$ cat src/design/imusfp_pkg.sv
// ----------------------------------------------------------------------------
// imusfp_pkg
// Shared types and constants of the inertial sensor serial frame parser.
// ----------------------------------------------------------------------------
package imusfp_pkg;

  localparam int unsigned FrameLen = 11;
  localparam int unsigned FillW    = 4;

  localparam logic [7:0] HdrByte   = 8'h55;
  localparam logic [7:0] TypeMask  = 8'h50;
  localparam logic [7:0] TypeAccel = 8'h51;
  localparam logic [7:0] TypeRate  = 8'h52;
  localparam logic [7:0] TypeAngle = 8'h53;
  localparam logic [7:0] TypeMag   = 8'h54;

  typedef enum logic [1:0] {
    KIND_ACCEL = 2'd0,
    KIND_RATE  = 2'd1,
    KIND_ANGLE = 2'd2,
    KIND_MAG   = 2'd3
  } kind_t;

  // Decoded frame, ahead of scaling.
  typedef struct packed {
    logic               valid;
    kind_t              kind;
    logic signed [15:0] w0;
    logic signed [15:0] w1;
    logic signed [15:0] w2;
  } frame_t;

  // Scaled result as it leaves the block.
  typedef struct packed {
    kind_t              kind;
    logic signed [31:0] x;
    logic signed [31:0] y;
    logic signed [31:0] z;
  } result_t;

endpackage

$ cat src/design/imusfp_window.sv
// ----------------------------------------------------------------------------
// imusfp_window
// Sliding byte window with fill count, frame check and word decode.
// ----------------------------------------------------------------------------
module imusfp_window (
  input  logic                 clk,
  input  logic                 rst,
  input  logic                 accept,
  input  logic [7:0]           rx_byte,
  output imusfp_pkg::frame_t   frame
);
  import imusfp_pkg::*;

  // The newest byte always sits at the top; the frame is the last eleven bytes.
  logic [7:0]       shreg [FrameLen];
  logic [FillW-1:0] fill;
  logic [FillW-1:0] fill_next;
  logic [7:0]       win [FrameLen];
  logic [7:0]       sum_lo;
  logic [7:0]       sum_hi;
  logic [7:0]       sum;
  logic             full;
  logic             check_ok;
  logic             type_known;

  always_comb begin
    for (int i = 0; i < FrameLen - 1; i++) begin
      win[i] = shreg[i+1];
    end
    win[FrameLen-1] = rx_byte;
  end

  always_comb begin
    sum_lo = '0;
    sum_hi = '0;
    for (int i = 0; i < 5; i++) begin
      sum_lo = sum_lo + win[i];
      sum_hi = sum_hi + win[i+5];
    end
    sum = sum_lo + sum_hi;
  end

  assign full       = (fill == FillW'(FrameLen - 1));
  assign check_ok   = (win[0] == HdrByte) && ((win[1] & TypeMask) == TypeMask) &&
                      (sum == win[FrameLen-1]);
  assign type_known = (win[1] inside {[TypeAccel:TypeMag]});

  always_comb begin
    if (!full) begin
      fill_next = fill + FillW'(1);
    end else if (check_ok) begin
      fill_next = '0;
    end else begin
      fill_next = FillW'(FrameLen - 1);
    end
  end

  always_ff @(posedge clk) begin
    if (rst) begin
      fill <= '0;
    end else if (accept) begin
      fill <= fill_next;
    end
  end

  always_ff @(posedge clk) begin
    if (accept) begin
      for (int i = 0; i < FrameLen - 1; i++) begin
        shreg[i] <= shreg[i+1];
      end
      shreg[FrameLen-1] <= rx_byte;
    end
  end

  always_comb begin
    frame.valid = accept && full && check_ok && type_known;
    frame.kind  = kind_t'(win[1][1:0] - 2'd1);
    frame.w0    = {win[3], win[2]};
    frame.w1    = {win[5], win[4]};
    frame.w2    = {win[7], win[6]};
  end

endmodule

$ cat src/design/imusfp_scale.sv
// ----------------------------------------------------------------------------
// imusfp_scale
// Scales the three decoded words to Q16.16 by the factor of the frame kind.
// ----------------------------------------------------------------------------
module imusfp_scale (
  input  imusfp_pkg::frame_t  frame,
  output imusfp_pkg::result_t res
);
  import imusfp_pkg::*;

  logic signed [31:0] factor;

  always_comb begin
    case (frame.kind)
      KIND_ACCEL: factor = 32'sd32;
      KIND_RATE:  factor = 32'sd4000;
      KIND_ANGLE: factor = 32'sd360;
      KIND_MAG:   factor = 32'sd65536;
      default:    factor = 32'sd0;
    endcase
  end

  // Every product fits in 32 bits, so the truncation is exact.
  always_comb begin
    res.kind = frame.kind;
    res.x    = 32'(32'(frame.w0) * factor);
    res.y    = 32'(32'(frame.w1) * factor);
    res.z    = 32'(32'(frame.w2) * factor);
  end

endmodule

$ cat src/design/imusfp_out_buf.sv
// ----------------------------------------------------------------------------
// imusfp_out_buf
// Output register with one skid entry between the parser and the receiver.
// ----------------------------------------------------------------------------
module imusfp_out_buf (
  input  logic                 clk,
  input  logic                 rst,
  input  logic                 res_valid,
  input  imusfp_pkg::result_t  res,
  output logic                 full,
  output logic                 out_valid,
  input  logic                 out_stall,
  output imusfp_pkg::result_t  out_res
);
  import imusfp_pkg::*;

  logic    skid_valid;
  result_t skid_res;
  logic    out_fire;

  assign out_fire = out_valid && !out_stall;
  assign full     = skid_valid;

  always_ff @(posedge clk) begin
    if (rst) begin
      out_valid  <= 1'b0;
      skid_valid <= 1'b0;
    end else if (skid_valid) begin
      if (out_fire) begin
        skid_valid <= 1'b0;
      end
    end else if (!out_valid || out_fire) begin
      out_valid <= res_valid;
    end else if (res_valid) begin
      skid_valid <= 1'b1;
    end
  end

  always_ff @(posedge clk) begin
    if (skid_valid) begin
      if (out_fire) begin
        out_res <= skid_res;
      end
    end else if (!out_valid || out_fire) begin
      out_res <= res;
    end else begin
      skid_res <= res;
    end
  end

endmodule

$ cat src/design/imu_serial_frame_parser_top.sv
// ----------------------------------------------------------------------------
// imu_serial_frame_parser_top
// Parser for 11-byte inertial sensor frames arriving one byte at a time.
// ----------------------------------------------------------------------------
// One byte of the serial stream is a request on the input channel
// (in_valid, in_stall, rx_byte); it is taken at an edge with in_valid high
// and in_stall low. While in_stall is low, bytes are taken one per cycle.
// Each byte completes the last eleven bytes seen; a frame with a good
// header, type bits and checksum of a known type yields one request on the
// output channel (out_valid, out_stall, kind, axis_x/y/z) in Q16.16.
// The result is registered at the edge that takes the byte closing a frame:
// in the output register, or in the skid entry while a stalled result holds
// the output register. The frame check and scaling run combinationally
// between the byte window registers and the output register.
// A stalled result holds; a second result then goes to a skid entry and
// in_stall rises until the receiver drains it, so no result is lost.
// Reset empties the window and drops any result not yet delivered.
// ----------------------------------------------------------------------------
module imu_serial_frame_parser_top (
  input  logic               clk,
  input  logic               rst,
  input  logic               in_valid,
  output logic               in_stall,
  input  logic [7:0]         rx_byte,
  output logic               out_valid,
  input  logic               out_stall,
  output logic [1:0]         kind,
  output logic signed [31:0] axis_x,
  output logic signed [31:0] axis_y,
  output logic signed [31:0] axis_z
);
  import imusfp_pkg::*;

  logic    accept;
  logic    buf_full;
  frame_t  frame;
  result_t res;
  result_t out_res;

  assign in_stall = buf_full;
  assign accept   = in_valid && !buf_full;

  imusfp_window u_window (
    .clk     (clk),
    .rst     (rst),
    .accept  (accept),
    .rx_byte (rx_byte),
    .frame   (frame)
  );

  imusfp_scale u_scale (
    .frame (frame),
    .res   (res)
  );

  imusfp_out_buf u_out_buf (
    .clk       (clk),
    .rst       (rst),
    .res_valid (frame.valid),
    .res       (res),
    .full      (buf_full),
    .out_valid (out_valid),
    .out_stall (out_stall),
    .out_res   (out_res)
  );

  assign kind   = 2'(out_res.kind);
  assign axis_x = out_res.x;
  assign axis_y = out_res.y;
  assign axis_z = out_res.z;

endmodule

$ cat config.mk
export PLATFORM = sky130hd
export DESIGN_NAME = imu_serial_frame_parser_top
export DESIGN_NICKNAME = d
export VERILOG_FILES = /design/src/design/imusfp_pkg.sv /design/src/design/imusfp_window.sv /design/src/design/imusfp_scale.sv /design/src/design/imusfp_out_buf.sv /design/src/design/imu_serial_frame_parser_top.sv
export SDC_FILE = /design/constraint.sdc
export NUM_CORES = 1
export LEC_CHECK = 0
export CAP_MARGIN = 30
export CORE_ASPECT_RATIO = 1.5
export CORE_MARGIN = 2
export CORE_UTILIZATION = 59
export CTS_CLUSTER_SIZE = 40
export DETAILED_ROUTE_END_ITERATION = 10
export DONT_BUFFER_PORTS = 1
export PLACE_DENSITY = 0.73
export SLEW_MARGIN = 20
export SYNTH_ARGS = -nofsm -noshare
export SYNTH_HDL_FRONTEND = slang
export SYNTH_SLANG_ARGS = --single-unit
$ cat constraint.sdc
create_clock -name clk -period 12.8 [get_ports clk]
set_input_delay 1.28 -clock clk [delete_from_list [all_inputs] [get_ports clk]]
set_output_delay 1.28 -clock clk [all_outputs]
set_load 0.01 [all_outputs]
==> results of run 1 <==
-- power by group through the flow --
| stage | sequential [mW] | combinational (mW) | clock [mW] |
|---|---|---|---|
| global placement | 1.48 | 3.46 | 0 |
| detailed placement | 1.47 | 3.55 | 0 |
| floorplan | 1.44 | 2.81 | 0 |
| CTS | 1.46 | 3.61 | 0.807 |
| global route | 1.47 | 4.08 | 0.834 |
| finish | 1.45 | 3.60 | 0.789 |
-- cell type report --
class	count	area, um^2	area share [%]
antenna	1	2.50	0.00851
clock buffer	27	676	2.30
clock inverter	21	180	0.613
inverter	540	2030	6.90
multi-input combinational	1661	17800	60.4
sequential	264	7870	26.8
tap	594	743	2.53
timing repair buffer	14	153	0.519
-- stage by stage --
| stage | area [um^2] | hold WS (ns) | setup WS, ns | util, % |
|---|---|---|---|---|
| 6_report | 29400 | 0.464 | 4.56 | 62.9 |
| 3_5_place_dp | 28500 | 0.453 | 4.72 | 60.9 |
| 4_1_cts | 29300 | 0.470 | 4.68 | 62.8 |
| 3_3_place_gp | 28500 | 0.438 | 4.91 | 60.9 |
| 5_1_grt | 29400 | 0.480 | 4.20 | 62.9 |
| 2_1_floorplan | 27900 | 0.426 | 6.06 | - |
-- state kept, by name (all words and copies together) (netlist names) --
name / count
u_window.shreg: 80
u_out_buf.out_res: 89
u_window.fill: 4
u_out_buf.full: 1
u_out_buf.skid_res: 89
u_out_buf.out_valid: 1
-- worst paths after layout --
check,to,cells past startpoint
worst max-delay path,u_out_buf.out_res[61],23
worst min-delay path,u_window.shreg[8][0],0
worst max register to register,u_out_buf.out_res[61],23
worst min register to register,u_window.shreg[8][0],0
-- Yosys cell counts, types with 4 or more instances --
cell type / instances
o21bai_1: 5
a211o_1: 5
nor2b_1: 51
o21a_1: 18
and3_1: 13
o2111ai_1: 7
a21o_1: 22
xor2_1: 21
clkbuf_1: 51
a31oi_1: 10
or3_1: 6
ha_1: 402
fa_1: 332
nor2_1: 61
o211ai_1: 10
buf_4: 9
and2_1: 121
edfxtp_1: 258
xnor2_1: 73
o31ai_1: 12
inv_1: 540
nand2b_1: 14
dfxtp_1: 6
or2_2: 8
a211oi_1: 16
nand3b_1: 4
o21ba_2: 4
nand4_1: 4
a21boi_0: 5
nand3_1: 22
o21ai_1: 9
mux2i_1: 4
nand4b_1: 5
o21ai_0: 33
a21oi_1: 48
mux2_2: 58
nand2_1: 157
a221oi_1: 4
nor3_1: 28
nor3b_1: 4
-- logic make-up (layout without fill, tap and decap cells) --
kind of cell             count (synthesis)  in the layout  share of synthesized area, %
flip-flops                             264            264                          28.2
buffers and inverters                  605            602                          8.28
AO/OA/AOI/OAI                          250            250                          6.63
multiplexers                            62             62                          2.49
AND/OR/NAND/NOR                        511            511                          9.46
other                                    1             10                        0.0135
adder cells (fa/ha/maj)                734            734                          41.9
XOR/XNOR                                95             95                          3.03
-- metal layers --
| layer | vias to the layer above | routed length [um] | GRT usage, % |
|---|---|---|---|
| met5 | - | 0 | 0 |
| met4 | 0 | 2120 | 10.1 |
| met3 | 133 | 2350 | 2.86 |
| met2 | 445 | 32200 | 47.0 |
| met1 | 8937 | 21800 | 27.8 |
| li1 | 8214 | - | - |
==> run metrics, run 1 <==
R2R setup slack=4.56 ns; number of distinct library cells after synthesis=80; Starting Density=between 50 and 60%; Clock Skews=0.0168 ns; Num CTS Buffers=27; RSZ-0062 raised after global routing=no; # H-tree levels=1; routed len/inst=18.7 um; switch share=43.3%; Core Box Area=approximately 0.047 mm^2; Setup TNS=0 ns; Final Max Tran Viols=0; Mapped Cells=2522; clock-pin slew on the worst setup and hold paths=0.07 ns; Die Area=between 0.04 and 0.05 mm^2; critical path fanouts, max=24; CP endpoint kind=flip-flop; most frequent cells in the layout=538 x inv_1, 401 x ha_1, 332 x fa_1; CP max stage cell=edfxtp_1; top post-synthesis cells by area=edfxtp_1 28%, fa_1 24%, ha_1 18%; Worst Path Class, Setup=reg -> reg; Mapped Avg Cell Area=11.1 um^2; delay-heaviest family, CP=adder cells; Main synth FF type=edfxtp_1; cells along the critical path=inv_1 > ha_1 > xor2_1 > buf_4 > and2_1 > fa_1 > fa_1 > inv_1 > fa_1 > inv_1 > fa_1 > fa_1 > inv_1 > fa_1 > inv_1 > ha_1 > o21ai_0 > a211oi_1 > a31oi_1 > a221oi_2 > a211oi_1 > xnor2_1 > mux2_2; first-pass GRT wire length=96.7 mm; initial antenna violation count=0; global placement routability congestion=0.909; Worst-Skew Late Latency=0.58 ns; Setup Viol. Count Final=0; Crit path required time=13.14 ns; P&R area growth vs syn=5.48%; launch point of the worst path=u_window.shreg[2][1]; CTS sink count=264; setup bufs post-CTS=0; largest net degree at the start of global routing=83; PwrDens=199 mW/mm^2; worst slew pin tran=0.929 ns; Row Count=97; Synth Register Bits=approximately 260; Rel. slew slack=38.1%; Post-CTS Resized=0; Sw Pwr=2.53 mW; Worst Path Arrival=between 8 and 9 ns; outcome=finished clean; hold buffers post-CTS=0; hold_sp=u_window.shreg[9][0]; Critical path buffers and inverters=6; CTS max path bufs=3; Tot Pwr=5.84 mW; crit path launch type=flip-flop; commonest non-fill, non-tap cell in the layout=inv_1; vias=17700; Vias per Instance=5.68; Root Buffer Master=clkbuf_16; leak pwr=14.4 nW; worst hold path type=reg -> reg; Total GRT Usage=24.7%; Final #Nets=3254; Die Y-Extent=270 um; combinational power share=slightly above 60%; Clk pwr share=13.5%; Buffers on Ports=0; FILL cells=about 3700; post-synth top area cell=edfxtp_1; DRC viols=0; Final period util=64.3%; DP HPWL=46.6 mm; final count of hold timing violations=0; Tmin final=8.24 ns; I/O pin count=112; sequential share of power=24.9%; Reg-to-Reg Start=u_window.shreg[2][1]; Max Cap Viol=0; number of synthesized flops with an enable pin=roughly 260; drt first pass iters=7; Post-DRT Antenna Nets=0; Placed Cells=roughly 3100; Worst path max stage delay=0.90 ns; cell area after synthesis=0.0279 mm^2; final wirelength=around 59 mm; Seq/Total Area, Yosys=between 20% and 30%; Async SR Flop Fraction=0%; GRT overflow=0; Final Instance Count excl. Fillers=between 3000 and 4000; chip width=181 um; layout cells sized above 1=6.25%; number of global-route vias before repair=19300; Peak Freq=around 120 MHz; top-area cell type share of the netlist area=27.8%; internal power=3.31 mW; Iteration-0 DRC Markers=~830; Synthesis Warnings=0; CTS tree=done; maximum VDD drop=around 0.18 mV; most used cell along the critical path=fa_1
Power figures use the tool's default switching activity.
==> run 2, diff against run 1 <==
- clock period: 12.8 -> 7.9 ns (I/O delays scaled with it)
==> run 2 against run 1 <==
Net effect: register-to-register slack got worse by 4.2 ns; power increased by 64%; clock skew decreased by 0.0052 ns; largest cell class unchanged; largest power group unchanged.
==> run metrics, run 2 (synthesized netlist as in run 1, its figures left out) <==
Core Box Area=0.0467 mm^2 (unchanged); final instance area=0.0295 mm^2 (+0.26%); Peak Freq=133 MHz (+9.2%); worst hold stages=1 (+1); commonest non-fill, non-tap cell in the layout=inv_1; hold endpoint=u_window.fill[2]; Final #Nets=3256 (+0.061%); final wirelength=58.6 mm (+0.12%); chip width=181 um (unchanged); critical path fanouts, max=29 (+21%); number of global-route vias before repair=19100 (-0.89%); RSZ-0062 raised after global routing=no; dpl cell area=0.0285 mm^2 (about the same); hold buffers post-CTS=0 (unchanged); WHS=0.278 ns (-0.186 ns); Post-CTS Resized=0 (unchanged); r2r worst-path depth=22 (-4.3%); Final Max Tran Viols=0 (unchanged); Placed Cells=3073 (+0.098%); Rel. slew slack=43.4% (+5.4 points); Reg-to-Reg Start=u_window.shreg[2][1]; Iteration-0 DRC Markers=832 (+0.60%); leak pwr=14.4 nW (+0.21%); most frequent cells in the layout=538 x inv_1, 401 x ha_1, 332 x fa_1; maximum VDD drop=0.312 mV (+72%); Setup TNS=0 ns (unchanged); setup bufs post-CTS=0 (unchanged); R2R setup slack=0.36 ns (-4.21 ns); worst slew pin tran=0.848 ns (-0.0803 ns); Clock Skews=0.0116 ns (-0.00519 ns); first-pass GRT wire length=96.1 mm (-0.65%); DP HPWL=46.8 mm (+0.54%); ant diodes=0 (-1); Final period util=95.5% (+31 points); initial antenna violation count=0 (unchanged); GRT overflow=0 (unchanged); Vias per Instance=5.63 (-0.83%); Total GRT Usage=24.6% (-0.070 points); CTS sink count=264 (unchanged); global placement routability congestion=0.942 (+3.7%); P&R area growth vs syn=5.75%; Max Cap Viol=0 (unchanged); CTS tree=done; worst hold path type=in -> reg; CP endpoint kind=flip-flop; I/O pin count=112 (unchanged); crit path launch type=flip-flop; Worst-Skew Late Latency=0.58 ns (about the same); Tmin final=7.54 ns (-0.691 ns); routed len/inst=18.8 um (about the same); drt first pass iters=8 (+1); Die Area=0.0490 mm^2 (unchanged); fin util=63.1% (+0.16 points); RR Endpoint=u_out_buf.out_res[61]; # H-tree levels=1 (unchanged); outcome=finished clean; Root Buffer Master=clkbuf_16; Post-DRT Antenna Nets=0 (unchanged); PwrDens=325 mW/mm^2 (+64%); Final Instance Count excl. Fillers=3123 (+0.032%); final count of hold timing violations=0 (unchanged); Setup Viol. Count Final=0 (unchanged); layout cells sized above 1=6.05% (-0.20 points); Worst Path Class, Setup=reg -> reg; hold_sp=rst; Crit path required time=8.23 ns (-4.91 ns); vias=17600 (-0.80%); clock-pin slew on the worst setup and hold paths=0.06 ns (about the same); Row Count=97 (unchanged); launch point of the worst path=u_window.shreg[2][1]; Worst Path Arrival=7.87 ns (-0.70 ns); Largest regs=u_out_buf.out_res x89, u_out_buf.skid_res x89, u_window.shreg x80; largest net degree at the start of global routing=82 (-1.2%); Buffers on Ports=0 (unchanged); Num CTS Buffers=28 (+3.7%); Die Y-Extent=270 um (unchanged); Starting Density=59.7% (unchanged); CTS max path bufs=3 (unchanged); DRC viols=0 (unchanged)
==> run 2: changes by cell type in the layout (fill, tap and decap cells not counted), moves of 2 or more <==
cell	before	now
clkinv_2	10	2
clkinv_1	2	6
buf_4	11	14
bufinv_16	2	5
clkbuf_1	0	3
inv_6	4	1
inv_8	0	2
==> run 2: area by class of cell <==
| cell class | instances | area, um^2 |
|---|---|---|
| tap | 594 | 743 |
| clock buffer | 31 | 712 |
| clock inverter | 18 | 241 |
| timing repair buffer | 15 | 133 |
| sequential | 264 | 7870 |
| fill | 3646 | 17200 |
| multi-input combinational | 1661 | 17800 |
| inverter | 540 | 2030 |
==> run 2: stage by stage <==
stage | power [mW] | setup WS, ns
2_1_floorplan | 6.88 | 1.16
3_3_place_gp | 7.99 | 0.699
3_5_place_dp | 8.15 | 0.498
4_1_cts | 9.66 | 0.458
5_1_grt | 10.4 | 0.00584
6_report | 9.59 | 0.356
==> run 2: worst max-delay path by stage <==
stage,to,slack [ns],depth (start not counted)
6_report,u_out_buf.out_res[61],0.36,22
5_1_grt,u_out_buf.out_res[61],0.006,23
4_1_cts,u_out_buf.out_res[61],0.46,22
3_5_place_dp,u_out_buf.out_res[61],0.50,23
3_3_place_gp,u_out_buf.out_res[93],0.70,22
2_1_floorplan,u_out_buf.out_res[94],1.16,24
==> run 2: per-layer routing <==
metal	routed length, um	GRT usage (%)
met1	22200	28.2
met2	31900	46.6
met3	1910	2.27
met4	2560	10.3
met5	0	0
==> run 2: where the power goes <==
part,internal [mW],leakage [nW],switching [mW]
Sequential,2.13,2.59,0.220
Clock,0.815,0.460,0.586
Combinational,2.55,11.3,3.29
==> run 2: worst max-delay path: stages, from the launching register on <==
cell and delay [ns]:
edfxtp_1 0.56, inv_1 0.19, ha_1 0.38, xor2_1 0.21, buf_4 0.43, nand2_1 0.14
fa_1 0.57, fa_1 0.44, fa_1 0.51, fa_1 0.55, inv_1 0.05, fa_1 0.47
inv_1 0.04, fa_1 0.47, inv_1 0.04, ha_1 0.35, o21ai_1 0.12, a211oi_1 0.43
a31oi_1 0.17, a221oi_2 0.53, a211oi_1 0.17, xnor2_1 0.18, mux2_2 0.27
